<file path="config.mk">
export PLATFORM = sky130hd
export DESIGN_NAME = tsi_op_unit
export DESIGN_NICKNAME = d
export VERILOG_FILES = /design/src/rtl/triangular_symmetric_interchange_defines.svh /design/src/rtl/tsi_pkg.sv /design/src/rtl/tsi_op_unit.sv
export SDC_FILE = /design/constraint.sdc
export NUM_CORES = 1
export LEC_CHECK = 0
export ABC_CLOCK_PERIOD_IN_PS = 6150
export BUFFER_PORTS_ARGS = -buffer_cell sky130_fd_sc_hd__buf_2
export CORE_MARGIN = 2
export CORE_UTILIZATION = 48
export DETAILED_ROUTE_END_ITERATION = 7
export PLACE_DENSITY = 0.91
export SLEW_MARGIN = 20
export SYNTH_ARGS = -nofsm -noshare
export SYNTH_HDL_FRONTEND = slang
export SYNTH_SLANG_ARGS = --single-unit
</file>
<file path="constraint.sdc">
create_clock -name vclk -period 6.15
set_input_delay 0.3075 -clock vclk [all_inputs]
set_output_delay 0.3075 -clock vclk [all_outputs]
set_load 0.01 [all_outputs]
</file>
<file path="src/rtl/triangular_symmetric_interchange_defines.svh">
// Assertion macros shared by the triangle interchange RTL.
// Every macro expects a clock named clock and an active-high reset named reset.
`ifndef TRIANGULAR_SYMMETRIC_INTERCHANGE_DEFINES_SVH
`define TRIANGULAR_SYMMETRIC_INTERCHANGE_DEFINES_SVH

// Same-cycle implication, disabled while reset is high
`define TSI_ASSERT_NOW(label, ante, cons, msg) \
   label: assert property (@(posedge clock) disable iff (reset) (ante) |-> (cons)) \
      else $error(msg);

// Next-cycle implication, disabled while reset is high
`define TSI_ASSERT_NEXT(label, ante, cons, msg) \
   label: assert property (@(posedge clock) disable iff (reset) (ante) |=> (cons)) \
      else $error(msg);

`endif

</file>
<file path="src/rtl/tsi_pkg.sv">
// Shared types and codes for the triangle-stored matrix interchange block.
// No dependencies; used by tsi_op_unit and triangular_symmetric_interchange.
`default_nettype none

package tsi_pkg;

   // Field widths fixed by the request and response formats
   localparam int unsigned FUNC_W     = 2;
   localparam int unsigned IDX_W      = 6;
   localparam int unsigned VAL_W      = 32;
   localparam int unsigned ORD_W      = 7;
   localparam int unsigned REQ_DATA_W = 96;
   localparam int unsigned RSP_DATA_W = 64;
   localparam int unsigned CSR_ADDR_W = 2;
   localparam int unsigned CSR_DATA_W = 7;

   // Request function codes
   localparam logic [FUNC_W-1:0] FUNC_WRITE = 2'd0;
   localparam logic [FUNC_W-1:0] FUNC_READ  = 2'd1;
   localparam logic [FUNC_W-1:0] FUNC_SWAP  = 2'd2;

   // Configuration register indexes
   localparam logic [CSR_ADDR_W-1:0] CSR_TRIANGLE = 2'd0;
   localparam logic [CSR_ADDR_W-1:0] CSR_HERMITIAN = 2'd1;
   localparam logic [CSR_ADDR_W-1:0] CSR_SKEW     = 2'd2;
   localparam logic [CSR_ADDR_W-1:0] CSR_ORDER    = 2'd3;

   localparam logic [ORD_W-1:0] ORDER_RESET = 7'd64;

   // Operation applied to a moved entry; code is {hermitian, skew}
   typedef enum logic [1:0] {
      OP_IDENT  = 2'd0,
      OP_NEG    = 2'd1,
      OP_CONJ   = 2'd2,
      OP_NEG_RE = 2'd3
   } op_type;

   // One complex Q16.16 entry, real part in the low half
   typedef struct packed {
      logic [VAL_W-1:0] im;
      logic [VAL_W-1:0] re;
   } cplx_type;

endpackage

`default_nettype wire

</file>
<file path="src/rtl/tsi_op_unit.sv">
// Shared symmetry operation unit: identity, negate, conjugate or negate real part.
// Depends on tsi_pkg; all negations saturate at the most positive value.
`default_nettype none

module tsi_op_unit
   import tsi_pkg::*;
(
   input  wire op_type   op,
   input  wire cplx_type data_in,
   output cplx_type      data_out
);

   // Two's complement negation, most negative value maps to most positive
   function automatic logic [VAL_W-1:0] sat_neg(input logic [VAL_W-1:0] v);
      logic [VAL_W-1:0] min_val;
      min_val = {1'b1, {(VAL_W-1){1'b0}}};
      if (v == min_val) begin
         return ~min_val;
      end
      return ~v + {{(VAL_W-1){1'b0}}, 1'b1};
   endfunction

   always_comb begin
      data_out = data_in;
      unique case (op)
         OP_IDENT: begin
            data_out = data_in;
         end
         OP_NEG: begin
            data_out.re = sat_neg(data_in.re);
            data_out.im = sat_neg(data_in.im);
         end
         OP_CONJ: begin
            data_out.im = sat_neg(data_in.im);
         end
         OP_NEG_RE: begin
            data_out.re = sat_neg(data_in.re);
         end
         default: begin
            data_out = data_in;
         end
      endcase
   end

endmodule

`default_nettype wire

</file>
== Yosys cells after proc, flatten, opt, wreduce, memory -nomap -nowiden ==
Index checks and enable logic that the tools add are counted.
Widths: inputs -> output; s select.

* Order comparisons: 0
* Equal/unequal tests: 5
* Shift operators: 0
* $mul: 0
* Divide/modulo/power cells: 0
* Reduce and logical (&&, ||, !) cells: 0
* Bitwise logic cells: 2
* Mux-type cells: 14
* Add/sub/neg operators: 2

{| class="wikitable"
|+ Operators with widths
! operator !! number
|-
| $mux 32 || 6
|-
| $pmux 32 s2 || 2
|-
| $add 32x1->32 const B || 2
|-
| $eq 32x32->1 const B || 2
|-
| $not 32->32 || 2
|-
| $mux 1 || 6
|-
| $eq 2x2->1 const B || 2
|-
| $eq 2x1->1 const B || 1
|}

* ROM bits: 0
* Memories: 0
* Bits in writable memories: 0
* Register bits after elaboration: 0
* Input port bits: 66
* Latch bits: 0
* Word-level logic and storage cells: 23

== Depth between registers and ports, before layout ==
Gate-level depths: netlist of the first run.

* Word-level depth: 5
* Gate-level depth with buffers: 10
* Gate-level depth less buffers: 7

== Worst setup path before layout of the first run ==
OpenSTA, ideal clock, no wires.

* Path type: input to output
* Start: input data_in[32] in the netlist's numbering
* End: output data_out[38] in the netlist's numbering
* Cell stages on the path: 10
* Data required time: 5.843 ns
* Path slack: 3.365 ns
* Arrival time: 2.478 ns
* Cells stage by stage: inv_1 ha_1 or4b_1 or4_4 buf_6 or2_1 buf_6 buf_8 a211o_1 nand2_1

{| class="wikitable"
|+ RTL lines
! what !! line !! RTL
|-
| from (decl) || tsi_op_unit.sv:9 || <nowiki>input wire cplx_type data_in,</nowiki>
|-
| to (decl) || tsi_op_unit.sv:10 || <nowiki>output cplx_type data_out</nowiki>
|}

==> results by group, run 1 <==
Layout
  • Combined flip-flop and latch cell area: 0 um^2
  • Clock buffer cells: 0
  • Final core utilization: 0.676
  • Num sequential: 0
  • Number of diodes: 0
  • Layout cells sized above 1: 0.320
  • Fin nets: a little over 500
  • Area Growth Syn to Fin: 32.6%

Synthesis
  • Synth Area per Inst: between 6 and 7 um^2
  • Cell Area, Synth: 1910 um^2
  • Top cell type's share of synthesized area: 0.0885
  • Synth top area cells: nand2_1, nor2_1, nor4_1
  • Synth unique cells: 49
  • Post-synth top area cell: nand2_1
  • YS warnings: 0
  • Syn_nets: about 390
  • Gate Count Post-Synth: around 320
  • Register area share after synthesis: 0

Drt
  • DRT Pass-1 Iters: 5
  • Via-to-Cell Ratio: about 6.1
  • Drt first-iter violations: 203
  • DRC: 0
  • DR vias: 2920
  • DRT Wirelength: approximately 6600 um
  • Routed WL per cell: between 10 and 15 um
  • Final ANT Viol Nets: 0

Worst setup path
  • CP Launch Type: input pin
  • Req. time, crit path: between 5 and 6 ns
  • CP Class: input pin to output port
  • Crit path max fanout: 23
  • WP data arrival: ~3.0 ns
  • Worst Setup End Kind: output port

Timing
  • Setup TNS: 0 ns
  • Worst setup margin: 2.80 ns
  • RSZ-0062 raised after global routing: no
  • Hold slack: slightly above 0.9 ns
  • Final setup violation count: 0
  • Rel. slew slack: 0.261
  • Final hold vios: 0
  • Final slew viol count: 0
  • Fmax achieved: about 300 MHz
  • Crit path time final: 3.35 ns
  • Worst-margin pin slew: roughly 1.1 ns
  • Fin crit share: 0.544

Floorplanning
  • Initial Util: 0.510
  • Die Ht: 67.1 um
  • Num rows: 22
  • # IOs: 130
  • Core Area: 3740 um^2
  • Die area: about 4500 um^2
  • Die width: between 60 and 70 um

Clock tree
  • Post-CTS Setup Bufs: 0
  • Hold_buf cts: 0
  • Post_cts resized: 0

Power
  • Static leakage: around 0.0012 uW
  • Gate power share: 1.000
  • PD cells: between 80 and 90 nW/um^2
  • Switching share of power: 0.566
  • Sequential Power Share: 0
  • Int Pwr: ~97 uW
  • NetSw: 126 uW
  • Peak supply drop: 43.0 uV
  • Clock group share of total power: 0

Job
  • Max Cap Violations: 0

Global routing
  • First-pass GRT wire length: roughly 10000 um
  • GRT Residual Overflow: 0
  • Pin count of the biggest net entering global routing: 41
  • Vias in the first global route: approximately 2500
  • Initial antenna violation count: 0
  • All-Layer GR Usage: 0.273

Placed design
  • Dpl ws: between 2 and 3 ns
  • GP Congestion: 0.872
  • DP HPWL: between 5000 and 6000 um
  • Number of port buffers: 130

Min path
  • Hold crit path type: input pin to output port

Outcome
  • Status: completed
## Yosys cell counts (2+ instances only)
cell / count
a211o_1: 8
a211oi_1: 3
a21o_1: 2
a21oi_1: 19
a31oi_1: 10
and2_1: 4
buf_6: 2
clkbuf_1: 14
ha_1: 4
inv_1: 10
mux2i_1: 6
nand2_1: 45
nand2b_1: 5
nand3_1: 4
nand3b_1: 3
nand4_1: 3
nor2_1: 31
nor3_1: 18
nor3b_1: 2
nor4_1: 18
nor4b_1: 2
o211ai_1: 2
o21a_1: 3
o21ai_0: 21
o22a_1: 2
o311ai_0: 2
o31ai_1: 15
o41ai_1: 3
or2_2: 4
or3_1: 9
or4_1: 6
or4_4: 2
xnor2_1: 11
xor2_1: 10
## power groups by stage
stage | registers (uW) | clock network, uW | logic [uW]
floorplan | 0 | 0 | 124
detailed placement | 0 | 0 | 220
finish | 0 | 0 | 223
global placement | 0 | 0 | 216
global route | 0 | 0 | 246
CTS | 0 | 0 | 221
## final timing paths
path	slack, ns	end	cells after the start	startpoint
min	0.92	data_out[20]	3	data_in[20]
max	2.80	data_out[1]	7	data_in[14]
## placed cells by master (no fill, tap or decap), drive strengths merged, types with 2 or more instances in the layout
master,count
a211o,8
o41ai,3
mux2i,6
nor3b,2
xor2,10
nand2b,5
nand3,4
ha,4
o22a,2
buf,130
and2,4
o21a,3
a31oi,10
a211oi,3
nor2,31
a21oi,19
nor4,18
nand2,45
or3,9
or2,5
o21ai,21
o311ai,2
nand3b,3
nor3,18
xnor2,11
or4,8
o211ai,2
a21o,2
nor4b,2
inv,10
nand4,3
o31ai,15
## per-layer routing
metal / share of wire / global-route usage / wire length, um
met4: 0.013 / 0.0510 / 84
met1: 0.40 / 0.333 / 2620
met5: 0 / 0 / 0
met2: 0.49 / 0.507 / 3270
met3: 0.098 / 0.0338 / 647
## cell type report
type,instances,area (um^2)
multi-input cells,291,1780
fillers,355,1210
inverters,10,37.5
well taps,48,60.1
repair buffers,130,651
## per-stage QoR
step / cell area, um^2 / cells / total power, uW
6_report: 2530 / 479 / 223
3_3_place_gp: 2530 / 479 / 216
5_1_grt: 2530 / 479 / 246
3_5_place_dp: 2530 / 479 / 220
4_1_cts: 2530 / 479 / 221
2_1_floorplan: 1910 / 318 / 124
## worst max-delay path, stage by stage
cell,delay (ns)
buf_2,0.12
nor4_1,0.40
nand4b_1,0.45
nor4_1,0.58
nand3_1,0.68
o211ai_1,0.32
buf_2,0.17
## kinds of logic after synthesis
group / Yosys count / share of synthesized area
mux: 6 / 0.0315
compound gates: 97 / 0.337
buf+inv: 27 / 0.0668
fa+ha+maj: 4 / 0.0262
simple gates: 163 / 0.442
xor+xnor: 21 / 0.0963
No activity file was read; power rests on OpenSTA's default activity.
==> run 2, diff against run 1 <==
ABC_CLOCK_PERIOD_IN_PS = 2800   (was 6150)
CORE_UTILIZATION = 40   (was 48)
PLACE_DENSITY = 0.81   (was 0.91)
clock period = 2.8 ns   (was 6.15 ns; I/O delays follow)
==> run 2 against run 1 <==
Net effect: wire length is 2.5% higher; combinational power is 120% higher; design area is 3.9% higher; non-clock buffer count is 12 higher; die area is 19% higher; sequential cell count stayed put; largest cell class unchanged; core utilization is 11 points lower; sequential share of layout area stayed put; critical endpoint is now data_out[34]; critical path depth is 3 higher; global-route usage is 4.0 points lower; critical path type unchanged.
==> results by group, run 2 (synthesized netlist as in run 1, its figures left out) <==
Worst setup path
  • CP max stage delay: 0.60 ns
  • Slowest CP cell: or4_4
  • CP Launch Type: input pin
  • CP Cell Sequence: buf_2, inv_1, ha_1, or4b_1, or4_4, or2_4, buf_4, a211o_1, nand2_1, buf_2
  • WP data arrival: roughly 2.5 ns
  • CP Class: input pin to output port
  • Crit path max fanout: 9
  • Most common cell type on the critical path: buf_2
  • Worst Setup End Kind: output port
  • Req. time, crit path: 2.66 ns

Power
  • Sequential Power Share: 0
  • Int Pwr: 215 uW
  • Clock group share of total power: 0
  • Gate power share: 1.000
  • Switching share of power: 0.561
  • Static leakage: ~0.0012 uW
  • PD cells: around 190 nW/um^2
  • Peak supply drop: 82.7 uV
  • NetSw: between 200 and 300 uW

Timing
  • Final setup violation count: 0
  • Final slew viol count: 0
  • Setup TNS: 0 ns
  • Worst-margin pin slew: between 0.6 and 0.7 ns
  • Crit path time final: roughly 2.7 ns
  • Fmax achieved: ~370 MHz
  • RSZ-0062 raised after global routing: no
  • Final hold vios: 0
  • Rel. slew slack: 0.548
  • Fin crit share: 0.958

Floorplanning
  • Num rows: 25
  • Die area: between 5000 and 6000 um^2
  • Die width: about 73 um
  • # IOs: 130
  • Die Ht: 73.1 um
  • Core Area: around 4700 um^2
  • Initial Util: 0.410

Layout
  • Most frequent cells in the layout: buf_2, nand2_1, nor2_1, o21ai_0, a21oi_1
  • Commonest non-fill, non-tap cell in the layout: buf_2
  • Num sequential: 0
  • Clock buffer cells: 0
  • Fin nets: roughly 520
  • Combined flip-flop and latch cell area: 0 um^2
  • Area Growth Syn to Fin: 37.7%
  • Layout cells sized above 1: 0.339
  • Post-Layout Cell Count: roughly 500
  • Number of diodes: 0

Outcome
  • Status: completed

Drt
  • Final ANT Viol Nets: 0
  • DRC: 0
  • Via-to-Cell Ratio: between 5 and 6
  • DRT Wirelength: 6790 um
  • DRT Pass-1 Iters: 4
  • DR vias: 2903
  • Routed WL per cell: around 14 um
  • Drt first-iter violations: approximately 150

Global routing
  • Initial antenna violation count: 0
  • First-pass GRT wire length: around 11000 um
  • GRT Residual Overflow: 0
  • Vias in the first global route: about 2500
  • Pin count of the biggest net entering global routing: 40
  • All-Layer GR Usage: 0.233

Min path
  • Hold crit path type: input pin to output port

Placed design
  • DP HPWL: between 5000 and 6000 um
  • Placed Cells: 497
  • GP Congestion: ~0.85
  • Number of port buffers: between 100 and 150

Job
  • Max Cap Violations: 0

Clock tree
  • Hold_buf cts: 0
  • Post-CTS Setup Bufs: 0
run 2: cell types whose count changed in the layout (fill, tap and decap cells not counted):
cell   delta
ha_2      -1
or2_1     -1
or2_4     +1
buf_4    +12
ha_1      +1
run 2: worst max-delay path: cells and delay by family:
family / cells / cell delay, ns
AND/OR/NAND/NOR: 4 / 1.46
AO/OA/AOI/OAI: 1 / 0.29
adder cells (fa/ha/maj): 1 / 0.18
buffers and inverters: 4 / 0.47
run 2: metal layers:
metal | track usage | share of wire | vias to the layer above
met5 | 0 | 0 | -
met4 | 0.0370 | 0.0077 | 0
met3 | 0.0304 | 0.084 | 6
met2 | 0.442 | 0.50 | 140
met1 | 0.279 | 0.41 | 1295
li1 | - | - | 1462
run 2: final timing paths:
path | from | end | slack, ns | cells after the start
worst max-delay path | data_in[33] | data_out[34] | 0.12 | 10
worst min-delay path | data_in[29] | data_out[29] | 0.57 | 3
run 2: timing repair:
item / CTS / global route
resized for setup: 0 / 1
endpoints found under the setup margin: 0 / 7
endpoints found under the hold margin: 0 / 0
run 2: per-stage QoR:
| stage | power, uW | area [um^2] | util | hold WS [ns] | setup slack, ns |
|---|---|---|---|---|---|
| 2_1_floorplan | 273 | 1910 | - | 0.357 | 0.350 |
| 3_3_place_gp | 480 | 2630 | 0.564 | 0.564 | 0.126 |
| 3_5_place_dp | 489 | 2630 | 0.564 | 0.572 | 0.0747 |
| 4_1_cts | 491 | 2630 | 0.564 | 0.571 | 0.0716 |
| 5_1_grt | 542 | 2630 | 0.564 | 0.596 | 0.0147 |
| 6_report | 491 | 2630 | 0.564 | 0.570 | 0.118 |
run 2: power by group through the flow:
stage / Sequential [uW] / Clock, uW / Combinational, uW
after floorplan: 0 / 0 / 273
after global placement: 0 / 0 / 480
after detailed placement: 0 / 0 / 489
after CTS: 0 / 0 / 491
after global routing: 0 / 0 / 542
final: 0 / 0 / 491
run 2: layout make-up:
class | instances | area, um^2
fill | 450 | 2030
inverter | 10 | 37.5
multi-input combinational | 291 | 1780
tap | 54 | 67.6
timing repair buffer | 142 | 741
==> run 3, diff against run 2 <==
PLACE_DENSITY = default   (was 0.81)
PLACE_DENSITY_LB_ADDON = 0.08   (was default)
==> run 3 against run 2 <==
Net effect: setup slack improved by 0.086 ns; highest routed layer unchanged; sequential share of layout area unchanged; largest cell class unchanged; largest power group unchanged; total power decreased by 1.2%.
==> results by group, run 3 (synthesized netlist as in run 1, its figures left out) <==
Timing
  • Fin crit share: 0.927
  • Crit path time final: 2.60 ns
  • Rel. slew slack: 0.566
  • Final hold vios: 0
  • Worst-margin pin slew: between 0.6 and 0.7 ns
  • Setup TNS: 0 ns
  • Final slew viol count: 0
  • Final setup violation count: 0
  • RSZ-0062 raised after global routing: no
  • Fmax achieved: slightly below 400 MHz

Global routing
  • GRT Residual Overflow: 0
  • First-pass GRT wire length: approximately 10000 um
  • Initial antenna violation count: 0
  • Vias in the first global route: 2354
  • All-Layer GR Usage: 0.221
  • Pin count of the biggest net entering global routing: 40

Power
  • Sequential Power Share: 0
  • Gate power share: 1.000
  • Int Pwr: about 220 uW
  • Clock group share of total power: 0
  • PD cells: roughly 180 nW/um^2
  • Switching share of power: 0.555
  • Static leakage: 0.00125 uW
  • Peak supply drop: between 80 and 90 uV
  • NetSw: between 200 and 300 uW

Layout
  • Layout cells sized above 1: 0.339
  • Fin nets: ~520
  • Commonest non-fill, non-tap cell in the layout: buf_2
  • Num sequential: 0
  • Final core utilization: 0.564
  • Area Growth Syn to Fin: 37.7%
  • Clock buffer cells: 0
  • Number of diodes: 0
  • Post-route cell area: roughly 2600 um^2
  • # fillers: about 510
  • Combined flip-flop and latch cell area: 0 um^2
  • Most frequent cells in the layout: buf_2, nand2_1, nor2_1, o21ai_0, a21oi_1

Drt
  • Final ANT Viol Nets: 0
  • DR vias: between 2000 and 3000
  • Routed WL per cell: roughly 13 um
  • Drt first-iter violations: 74
  • Via-to-Cell Ratio: 5.74
  • DRC: 0
  • DRT Wirelength: roughly 6400 um
  • DRT Pass-1 Iters: 4

Min path
  • Hold Path Depth: 3
  • Hold crit path type: input pin to output port

Worst setup path
  • Worst Setup End Kind: output port
  • CP Launch Type: input pin
  • CP Class: input pin to output port
  • Req. time, crit path: around 2.7 ns
  • Critical Path Sink: data_out[51]
  • WP data arrival: ~2.5 ns
  • Origin of the worst setup path: data_in[33]
  • Crit path max fanout: 8

Outcome
  • Status: completed

Job
  • Max Cap Violations: 0

Floorplanning
  • Die width: 73.1 um
  • Die Ht: 73.1 um
  • Die area: 5340 um^2
  • Initial Util: 0.410
  • Core Area: 4660 um^2
  • Num rows: 25
  • # IOs: 130

Placed design
  • Post-placement cell area: 2630 um^2
  • DP HPWL: 5220 um
  • GP Congestion: about 0.86
  • Number of port buffers: between 100 and 150

Clock tree
  • Post-CTS Setup Bufs: 0
  • Hold_buf cts: 0
  • Post_cts resized: 0
[run 3: worst max-delay path, cell delays in order]
cell	delay, ns
buf_2	0.11
inv_1	0.07
ha_1	0.21
or4b_1	0.53
or4_4	0.54
buf_4	0.18
nor2_1	0.12
buf_4	0.17
o31ai_1	0.07
a31oi_1	0.15
buf_2	0.15
[run 3: layer usage]
metal,vias up,global-route usage,routed length [um]
met1,1300,0.282,2820
met4,0,0.0350,78
met2,92,0.409,3140
met3,6,0.0110,371
met5,-,0,0
li1,1456,-,-
[run 3: stage by stage]
step	setup slack [ns]	hold WS, ns	total power, uW	instances
after floorplan	0.350	0.357	273	318
after global placement	0.115	0.566	482	497
after detailed placement	0.0568	0.569	485	497
after CTS	0.0443	0.571	487	497
after global routing	0.0651	0.582	542	497
final	0.205	0.566	485	497
[run 3: worst min-delay path by stage]
stage	start	to	slack (ns)
finish	data_in[29]	data_out[29]	0.57
detailed placement	data_in[29]	data_out[29]	0.57
global placement	data_in[29]	data_out[29]	0.57
floorplan	data_in[16]	data_out[16]	0.36
global route	data_in[29]	data_out[29]	0.58
CTS	data_in[29]	data_out[29]	0.57
[run 3: power groups by stage]
stage / clock network, uW / logic, uW / registers [uW]
finish: 0 / 485 / 0
detailed placement: 0 / 485 / 0
floorplan: 0 / 273 / 0
global route: 0 / 542 / 0
global placement: 0 / 482 / 0
CTS: 0 / 487 / 0
[run 3: area by class of cell]
cell class	count	area (um^2)	area share
well taps	54	67.6	0.0257
multi-input cells	291	1780	0.678
repair buffers	142	741	0.282
inverters	10	37.5	0.0143
